### config.mk
export PLATFORM = sky130hd
export DESIGN_NAME = sampled_threshold_alarm_top
export DESIGN_NICKNAME = d
export VERILOG_FILES = /design/src/hdl/sta_pkg.sv /design/src/hdl/sta_csr.sv /design/src/hdl/sta_core.sv /design/src/hdl/sampled_threshold_alarm_top.sv
export VERILOG_INCLUDE_DIRS = /design/src /design/src/hdl
export SDC_FILE = /design/constraint.sdc
export NUM_CORES = 1
export LEC_CHECK = 0
export ABC_AREA = 1
export BUFFER_PORTS_ARGS = -buffer_cell sky130_fd_sc_hd__buf_2
export CAP_MARGIN = 15
export CORE_ASPECT_RATIO = 0.9
export CORE_MARGIN = 5
export CORE_UTILIZATION = 60
export CTS_BUF_LIST = sky130_fd_sc_hd__clkbuf_4 sky130_fd_sc_hd__clkbuf_8 sky130_fd_sc_hd__clkbuf_16
export CTS_CLUSTER_SIZE = 28
export DETAILED_ROUTE_END_ITERATION = 8
export PLACE_DENSITY = 0.81
export REMOVE_ABC_BUFFERS = 1
export SLEW_MARGIN = 40
export SYNTH_ARGS = -nofsm -noshare
export SYNTH_HDL_FRONTEND = slang
export SYNTH_SLANG_ARGS = --single-unit
### constraint.sdc
create_clock -name clock -period 9.5 [get_ports clock]
set_input_delay 0 -clock clock [delete_from_list [all_inputs] [get_ports clock]]
set_output_delay 0 -clock clock [all_outputs]
set_load 0.1 [all_outputs]
### src/hdl/sampled_threshold_alarm_top_assert.svh
// ---------------------------------------------------------------------------
// Assertion macros for the sampled threshold alarm
// Concurrent checks clocked on clock and disabled while reset is high.
// Empty bodies when SYNTHESIS is defined.
// ---------------------------------------------------------------------------
`ifndef SAMPLED_THRESHOLD_ALARM_TOP_ASSERT_SVH
`define SAMPLED_THRESHOLD_ALARM_TOP_ASSERT_SVH

`ifndef SYNTHESIS

// condition implies consequence in the same cycle
`define STA_ASSERT_SAME(label, ante, cons) \
   label: assert property (@(posedge clock) disable iff (reset) (ante) |-> (cons)) \
      else $error("sta: same-cycle check failed");

// condition implies consequence in the next cycle
`define STA_ASSERT_NEXT(label, ante, cons) \
   label: assert property (@(posedge clock) disable iff (reset) (ante) |=> (cons)) \
      else $error("sta: next-cycle check failed");

`else

`define STA_ASSERT_SAME(label, ante, cons)
`define STA_ASSERT_NEXT(label, ante, cons)

`endif

`endif

### src/hdl/sta_pkg.sv
// ---------------------------------------------------------------------------
// sta_pkg
// Types and constants shared by the sampled threshold alarm modules.
// ---------------------------------------------------------------------------
package sta_pkg;

   // countdown step per tick
   localparam logic [15:0] TICK_STEP = 16'd1;

   // start-up mode codes (any other code allows either alarm first)
   localparam logic [1:0] STARTUP_RISING  = 2'd0;
   localparam logic [1:0] STARTUP_FALLING = 2'd1;

   // event kind that disables an alarm
   localparam logic [1:0] EVENT_NONE = 2'd0;

   // last alarm seen
   typedef enum logic [1:0] {
      ALARM_NONE = 2'd0,
      ALARM_RISE = 2'd1,
      ALARM_FALL = 2'd2
   } alarm_type;

   // register index, word address paddr[4:2]
   typedef enum logic [2:0] {
      REG_INTERVAL       = 3'd0,
      REG_SAMPLE_KIND    = 3'd1,
      REG_STARTUP_MODE   = 3'd2,
      REG_RISING_THRESH  = 3'd3,
      REG_FALLING_THRESH = 3'd4,
      REG_RISING_EVENT   = 3'd5,
      REG_FALLING_EVENT  = 3'd6
   } reg_index_type;

   typedef struct packed {
      logic [15:0]        interval;
      logic               sample_kind;
      logic [1:0]         startup_mode;
      logic signed [31:0] rising_threshold;
      logic signed [31:0] falling_threshold;
      logic [1:0]         rising_event_kind;
      logic [1:0]         falling_event_kind;
   } cfg_type;

   typedef struct packed {
      logic [62:0] counter_value;
      logic        counter_valid;
   } req_type;

   typedef struct packed {
      logic               sampled;
      logic signed [63:0] sample_value;
      logic               rising_fired;
      logic               falling_fired;
      logic [1:0]         rising_action;
      logic [1:0]         falling_action;
   } rsp_type;

endpackage

### src/hdl/sta_csr.sv
// ---------------------------------------------------------------------------
// sta_csr
// APB-style configuration registers with read back, zero wait states.
// ---------------------------------------------------------------------------
module sta_csr (
   input  logic             clock,
   input  logic             reset,
   input  logic             psel,
   input  logic             penable,
   input  logic             pwrite,
   input  logic [4:0]       paddr,
   input  logic [31:0]      pwdata,
   output logic [31:0]      prdata,
   output logic             pready,
   output sta_pkg::cfg_type cfg
);

   sta_pkg::cfg_type      cfg_ff;
   sta_pkg::cfg_type      cfg_in;
   sta_pkg::reg_index_type reg_index;
   logic                  wr_en;

   assign pready    = 1'b1;
   assign reg_index = sta_pkg::reg_index_type'(paddr[4:2]);
   assign wr_en     = psel && penable && pwrite;
   assign cfg       = cfg_ff;

   // write decode
   always_comb begin
      cfg_in = cfg_ff;
      if (wr_en) begin
         unique case (reg_index)
            sta_pkg::REG_INTERVAL:       cfg_in.interval           = pwdata[15:0];
            sta_pkg::REG_SAMPLE_KIND:    cfg_in.sample_kind        = pwdata[0];
            sta_pkg::REG_STARTUP_MODE:   cfg_in.startup_mode       = pwdata[1:0];
            sta_pkg::REG_RISING_THRESH:  cfg_in.rising_threshold   = pwdata;
            sta_pkg::REG_FALLING_THRESH: cfg_in.falling_threshold  = pwdata;
            sta_pkg::REG_RISING_EVENT:   cfg_in.rising_event_kind  = pwdata[1:0];
            sta_pkg::REG_FALLING_EVENT:  cfg_in.falling_event_kind = pwdata[1:0];
            default: ;
         endcase
      end
   end

   // read decode
   always_comb begin
      prdata = 32'd0;
      unique case (reg_index)
         sta_pkg::REG_INTERVAL:       prdata = {16'd0, cfg_ff.interval};
         sta_pkg::REG_SAMPLE_KIND:    prdata = {31'd0, cfg_ff.sample_kind};
         sta_pkg::REG_STARTUP_MODE:   prdata = {30'd0, cfg_ff.startup_mode};
         sta_pkg::REG_RISING_THRESH:  prdata = cfg_ff.rising_threshold;
         sta_pkg::REG_FALLING_THRESH: prdata = cfg_ff.falling_threshold;
         sta_pkg::REG_RISING_EVENT:   prdata = {30'd0, cfg_ff.rising_event_kind};
         sta_pkg::REG_FALLING_EVENT:  prdata = {30'd0, cfg_ff.falling_event_kind};
         default:                     prdata = 32'd0;
      endcase
   end

   // register bank
   always_ff @(posedge clock) begin
      if (reset) begin
         cfg_ff.interval           <= 16'd1;
         cfg_ff.sample_kind        <= 1'b0;
         cfg_ff.startup_mode       <= 2'd2;
         cfg_ff.rising_threshold   <= 32'sd0;
         cfg_ff.falling_threshold  <= 32'sd0;
         cfg_ff.rising_event_kind  <= sta_pkg::EVENT_NONE;
         cfg_ff.falling_event_kind <= sta_pkg::EVENT_NONE;
      end else begin
         cfg_ff <= cfg_in;
      end
   end

endmodule

### src/hdl/sta_core.sv
// ---------------------------------------------------------------------------
// sta_core
// Tick countdown, sampling and rising/falling alarm evaluation with
// hysteresis. State advances once per transaction moved to the output.
// ---------------------------------------------------------------------------
`include "sampled_threshold_alarm_top_assert.svh"

module sta_core (
   input  logic             clock,
   input  logic             reset,
   input  logic             advance,
   input  sta_pkg::cfg_type cfg,
   input  sta_pkg::req_type item,
   output sta_pkg::rsp_type result
);

   logic [15:0]         ticks_left_ff, ticks_left_in;
   logic                primed_ff, primed_in;
   logic [63:0]         prev_abs_ff, prev_abs_in;
   logic [63:0]         last_sample_ff, last_sample_in;
   sta_pkg::alarm_type  last_alarm_ff, last_alarm_in;
   logic                both_armed_ff, both_armed_in;

   logic                take;
   logic                prime_en;
   logic                sample_en;
   logic [63:0]         cur_abs;
   logic signed [63:0]  sample_calc;
   logic signed [63:0]  rising_th;
   logic signed [63:0]  falling_th;
   logic                rise_hit;
   logic                fall_hit;

   // countdown: sample when expired or not yet primed
   assign take          = (ticks_left_ff <= sta_pkg::TICK_STEP) || !primed_ff;
   assign ticks_left_in = take ? cfg.interval : ticks_left_ff - sta_pkg::TICK_STEP;

   assign prime_en  = take && item.counter_valid && !primed_ff;
   assign sample_en = take && item.counter_valid && primed_ff;

   // absolute value or wrapped delta
   assign cur_abs     = {1'b0, item.counter_value};
   assign sample_calc = cfg.sample_kind ? cur_abs - prev_abs_ff : cur_abs;

   assign rising_th  = {{32{cfg.rising_threshold[31]}}, cfg.rising_threshold};
   assign falling_th = {{32{cfg.falling_threshold[31]}}, cfg.falling_threshold};

   // rising check first; a rising fire lifts the start-up limit for falling
   assign rise_hit = sample_en
                  && (both_armed_ff || cfg.startup_mode != sta_pkg::STARTUP_FALLING)
                  && (sample_calc >= rising_th)
                  && (last_alarm_ff != sta_pkg::ALARM_RISE)
                  && (cfg.rising_event_kind != sta_pkg::EVENT_NONE);

   assign fall_hit = sample_en
                  && (both_armed_ff || rise_hit
                      || cfg.startup_mode != sta_pkg::STARTUP_RISING)
                  && (sample_calc <= falling_th)
                  && (rise_hit || last_alarm_ff != sta_pkg::ALARM_FALL)
                  && (cfg.falling_event_kind != sta_pkg::EVENT_NONE);

   // next state
   always_comb begin
      primed_in      = primed_ff;
      prev_abs_in    = prev_abs_ff;
      last_sample_in = last_sample_ff;
      if (prime_en) begin
         primed_in      = 1'b1;
         prev_abs_in    = cur_abs;
         last_sample_in = 64'd0;
      end else if (sample_en) begin
         prev_abs_in    = cur_abs;
         last_sample_in = sample_calc;
      end
      if (fall_hit) begin
         last_alarm_in = sta_pkg::ALARM_FALL;
      end else if (rise_hit) begin
         last_alarm_in = sta_pkg::ALARM_RISE;
      end else begin
         last_alarm_in = last_alarm_ff;
      end
      both_armed_in = both_armed_ff || rise_hit || fall_hit;
   end

   // result of this transaction
   always_comb begin
      result.sampled        = sample_en;
      result.sample_value   = last_sample_in;
      result.rising_fired   = rise_hit;
      result.falling_fired  = fall_hit;
      result.rising_action  = rise_hit ? cfg.rising_event_kind : sta_pkg::EVENT_NONE;
      result.falling_action = fall_hit ? cfg.falling_event_kind : sta_pkg::EVENT_NONE;
   end

   // state registers
   always_ff @(posedge clock) begin
      if (reset) begin
         ticks_left_ff  <= 16'd0;
         primed_ff      <= 1'b0;
         prev_abs_ff    <= 64'd0;
         last_sample_ff <= 64'd0;
         last_alarm_ff  <= sta_pkg::ALARM_NONE;
         both_armed_ff  <= 1'b0;
      end else if (advance) begin
         ticks_left_ff  <= ticks_left_in;
         primed_ff      <= primed_in;
         prev_abs_ff    <= prev_abs_in;
         last_sample_ff <= last_sample_in;
         last_alarm_ff  <= last_alarm_in;
         both_armed_ff  <= both_armed_in;
      end
   end

   // checks
   `STA_ASSERT_NEXT(a_primed_sticks, primed_ff, primed_ff)
   `STA_ASSERT_SAME(a_sample_after_prime, result.sampled, primed_ff)
   `STA_ASSERT_NEXT(a_fire_arms, advance && (rise_hit || fall_hit), both_armed_ff)
   `STA_ASSERT_NEXT(a_rise_recorded, advance && rise_hit && !fall_hit,
                    last_alarm_ff == sta_pkg::ALARM_RISE)
   `STA_ASSERT_NEXT(a_unprimed_reload, advance && !primed_ff,
                    ticks_left_ff == $past(cfg.interval))

endmodule

### src/hdl/sampled_threshold_alarm_top.sv
// ---------------------------------------------------------------------------
// sampled_threshold_alarm_top
// Threshold alarm on a sampled counter: per-tick countdown, absolute or
// delta samples, rising/falling alarms with hysteresis and start-up mode.
//
//   channel   direction  handshake                      payload
//   req       in         req_valid / req_ready          req_payload (req_type)
//   rsp       out        rsp_valid / rsp_ready          rsp_payload (rsp_type)
//   csr       in/out     psel, penable, pwrite, pready  paddr, pwdata, prdata
//
// One transaction per cycle sustained while rsp_ready holds; a request passes
// through the input register, then the result register, before rsp_valid.
// The alarm state updates as a transaction moves from the input register
// to the result register, so the 64-bit subtract and compare set the path.
// A stalled result holds the input register; a new transaction still enters
// in the cycle the result is taken. Reset clears state and valid flags, not payloads.
// ---------------------------------------------------------------------------
module sampled_threshold_alarm_top (
   input  logic             clock,
   input  logic             reset,
   input  logic             req_valid,
   output logic             req_ready,
   input  sta_pkg::req_type req_payload,
   output logic             rsp_valid,
   input  logic             rsp_ready,
   output sta_pkg::rsp_type rsp_payload,
   input  logic             psel,
   input  logic             penable,
   input  logic             pwrite,
   input  logic [4:0]       paddr,
   input  logic [31:0]      pwdata,
   output logic [31:0]      prdata,
   output logic             pready
);

   sta_pkg::cfg_type cfg;
   sta_pkg::rsp_type result;

   logic             in_valid_ff, in_valid_in;
   sta_pkg::req_type in_item_ff;
   logic             rsp_valid_ff, rsp_valid_in;
   sta_pkg::rsp_type rsp_payload_ff;
   logic             advance;
   logic             req_accept;

   // configuration registers
   sta_csr u_csr (
      .clock   (clock),
      .reset   (reset),
      .psel    (psel),
      .penable (penable),
      .pwrite  (pwrite),
      .paddr   (paddr),
      .pwdata  (pwdata),
      .prdata  (prdata),
      .pready  (pready),
      .cfg     (cfg)
   );

   // alarm evaluation and state
   sta_core u_core (
      .clock   (clock),
      .reset   (reset),
      .advance (advance),
      .cfg     (cfg),
      .item    (in_item_ff),
      .result  (result)
   );

   // pipeline control
   assign advance     = in_valid_ff && (!rsp_valid_ff || rsp_ready);
   assign req_ready   = !in_valid_ff || advance;
   assign req_accept  = req_valid && req_ready;
   assign in_valid_in = req_accept || (in_valid_ff && !advance);
   assign rsp_valid_in = advance || (rsp_valid_ff && !rsp_ready);

   assign rsp_valid   = rsp_valid_ff;
   assign rsp_payload = rsp_payload_ff;

   // valid flags
   always_ff @(posedge clock) begin
      if (reset) begin
         in_valid_ff  <= 1'b0;
         rsp_valid_ff <= 1'b0;
      end else begin
         in_valid_ff  <= in_valid_in;
         rsp_valid_ff <= rsp_valid_in;
      end
   end

   // payload registers
   always_ff @(posedge clock) begin
      if (req_accept) begin
         in_item_ff <= req_payload;
      end
      if (advance) begin
         rsp_payload_ff <= result;
      end
   end

endmodule

==> impl_metrics.toml <==
[sta]
skew_ps = 25.5
finalMaxSlewViolations = 0
worst_slew_pin_slew_ps = 887
fin_crit_ps = 5460
timing.fmax_mhz = 183
setup_tns_ps = 0
hold_violations = 0
fin_crit_sh_pct = 57.5
slew_headroom_pct = 40.2
setup_viol = 0
rsz0062_at_grt = "no"

[clock_network]
cts.sinks = 371
cts_tree = "built"
clk_pin_slew_ps = 70
h-tree-depth = 2
clock_latency_ps = 580
cts-root-buf = "clkbuf_16"
cts_made_buffers = 39
clock_path_buffers = 3
post-cts-setup-buffers = 0

[logic_synthesis]
yosysWarnings = 0
ys_top_cells_by_area = "dfxtp_1 (21%), edfxtp_1 (18%), ha_1 (11%), nand2_1 (9.5%), inv_1 (7.8%)"
synth_area_leader_cell = "dfxtp_1"
synthCells = 3135
synth-seq-cells = 371
synth.distinct_cells = 58
synth_sequential_area_ratio_pct = 38.4
yosysTopAreaCellShare_pct = 20.7
synth-edff-count = 135
synthFlopType = "dfxtp_1"
postSynth.asyncResetShare_pct = 0
synthesis.area_mm2 = 0.0228
syn_area_per_cell_um2 = 7.28

[critical_path]
timing.rr.start = "in_item_ff[36]"
required_ps = 10000
critPathLaunchType = "flop"
critical_path_class = "reg2reg"
cpMaxStageDelayCell = "edfxtp_1"
crit_path_frequent_cell = "nand2_1"
worstPathMaxFanout = 6
arrival_ps = 5960
path_delay_family = "simple AND/OR/NAND/NOR gates"
cp_num_buf_inv = 2
critPathCaptureType = "flop"
cp-startpoint = "in_item_ff[36]"
max_stage_delay_ps = 490

[power_and_ir_drop]
peakVddDrop_v = 0.000181
leakage_nw = 11.8
power_density_mw_per_mm2 = 162

[run]
cap_violations = 0

[finish]
final_area_mm2 = 0.0266
fin_util_pct = 71.2
final_cell_mix = "nand2_1 (574), inv_1 (469), a21oi_1 (346)"
drive_above_1_share_pct = 10.1
nets = 3709
syn2layout_area_growth_pct = 16.7
final_common_cell = "nand2_1"

[die]
rows = 67
io_pins = 214
dieWidth_um = 216
core_mm2 = 0.0374
die_h_um = 195
die_area_mm2 = 0.0421
start_util_pct = 61.1

[global_routing]
grt_util_all_layers_pct = 36.1
grt_overflow = 0
grt_pass1_vias = 22100
grt_pass1_wl_um = 122000
met1_usage_pct = 51.7
antenna_found_initial = 1
grt.busiest_layer = "met2"
gr-usage-met2_pct = 55.4
grt_max_degree = 126
globalRouteMet3Util_pct = 6.46

[route]
via_count = 23200
drtAntennaViolNets = 0
drc = 0
drt-total-wl_um = 78400
first_iter_violations = 2775
wl_per_cell_um = 20.0
post_drt_via_cell_ratio = 5.92
first_pass_iters = 6

[placement]
port_buffers = 210
gp_congestion = 1.02
placed_cell_area_mm2 = 0.0242
dpl.hpwl_um = 56700

[min_path]
hp-start = "req_payload[44]"
min_path_type = "in2reg"

[outcome]
status = "finished, final reports clean"
routing by layer:
metal / part of all wire (%) / vias to the layer above
met4: 3.6 / 2
met3: 11 / 207
met5: 0.017 / -
met1: 42 / 10800
met2: 43 / 1319
li1: - / 10900
final timing paths:
path / slack (ps) / endpoint / cells past startpoint
max: 4040 / u_core.last_alarm_ff[0] / 27
min reg2reg: 460 / u_core.prev_abs_ff[59] / 2
max reg2reg: 4040 / u_core.last_alarm_ff[0] / 27
min: 140 / in_item_ff[44] / 2
cells by family after synthesis:
family,Yosys count,synth area share (%)
AND/OR/NAND/NOR,1144,20.8
AO/OA/AOI/OAI,798,18.7
buffers and inverters,589,9.86
flip-flops,371,38.4
adder cells (fa/ha/maj),194,10.7
XOR/XNOR,35,1.34
multiplexers,3,0.132
other,1,0.0164
Yosys cell counts, drive strengths merged (2+ instances only):
cell and n:
a21boi 3, a21o 3, a21oi 347, a31oi 11
and2 9, buf 20, clkbuf 87, clkinv 5
dfxtp 236, edfxtp 135, ha 193, inv 477
mux2i 3, nand2 586, nand3 154, nand3b 3
nand4 26, nor2 306, nor3 28, nor3b 2
nor4 7, o211ai 16, o21a 26, o21ai 344
o21bai 10, o221ai 15, o22ai 17, or2 20
xnor2 19, xor2 16
what timing repair did:
item / 4_1_cts / 5_1_grt
hold endpoints to repair: 154 / 0
hold buffers: 109 / 0
gates resized for setup: 0 / 0
endpoints found under the setup margin: 0 / 0
state kept, by name (all words and copies together) (netlist names):
register               flops
in_item_ff                64
in_valid_ff                1
rsp_payload               71
rsp_valid                  1
u_core.both_armed_ff       1
u_core.last_alarm_ff       2
u_core.last_sample_ff     64
u_core.prev_abs_ff        63
u_core.primed_ff           1
u_core.ticks_left_ff      16
u_csr.cfg                 87
per-stage QoR:
step | worst slack, ps | hold WS (ps) | total power, W | std cells
after floorplan | 3020 | 69.1 | 0.00242 | 3028
after CTS | 4240 | 103 | 0.00429 | 3921
after global routing | 3770 | 134 | 0.00449 | 3921
final | 4040 | 135 | 0.00431 | 3922
after global placement | 4350 | 176 | 0.00266 | 3740
after detailed placement | 4310 | 178 | 0.00269 | 3740
area by class of cell:
| class | instances | area [um^2] |
|---|---|---|
| timing repair buffer | 338 | 2290 |
| multi-input combinational | 2175 | 11800 |
| fill | 3005 | 10800 |
| clock buffer | 51 | 1110 |
| antenna | 1 | 2.50 |
| sequential | 371 | 8780 |
| inverter | 482 | 1820 |
| clock inverter | 21 | 211 |
| tap | 483 | 604 |
where the power goes:
| part | leakage (nW) | switching, W | internal (W) |
|---|---|---|---|
| registers | 3.24 | 0.0000391 | 0.00173 |
| clock network | 0.668 | 0.000672 | 0.000915 |
| logic | 7.91 | 0.000673 | 0.000289 |
| total | 11.8 | 0.00138 | 0.00293 |
Note: power is estimated with default switching activity, not from simulation.
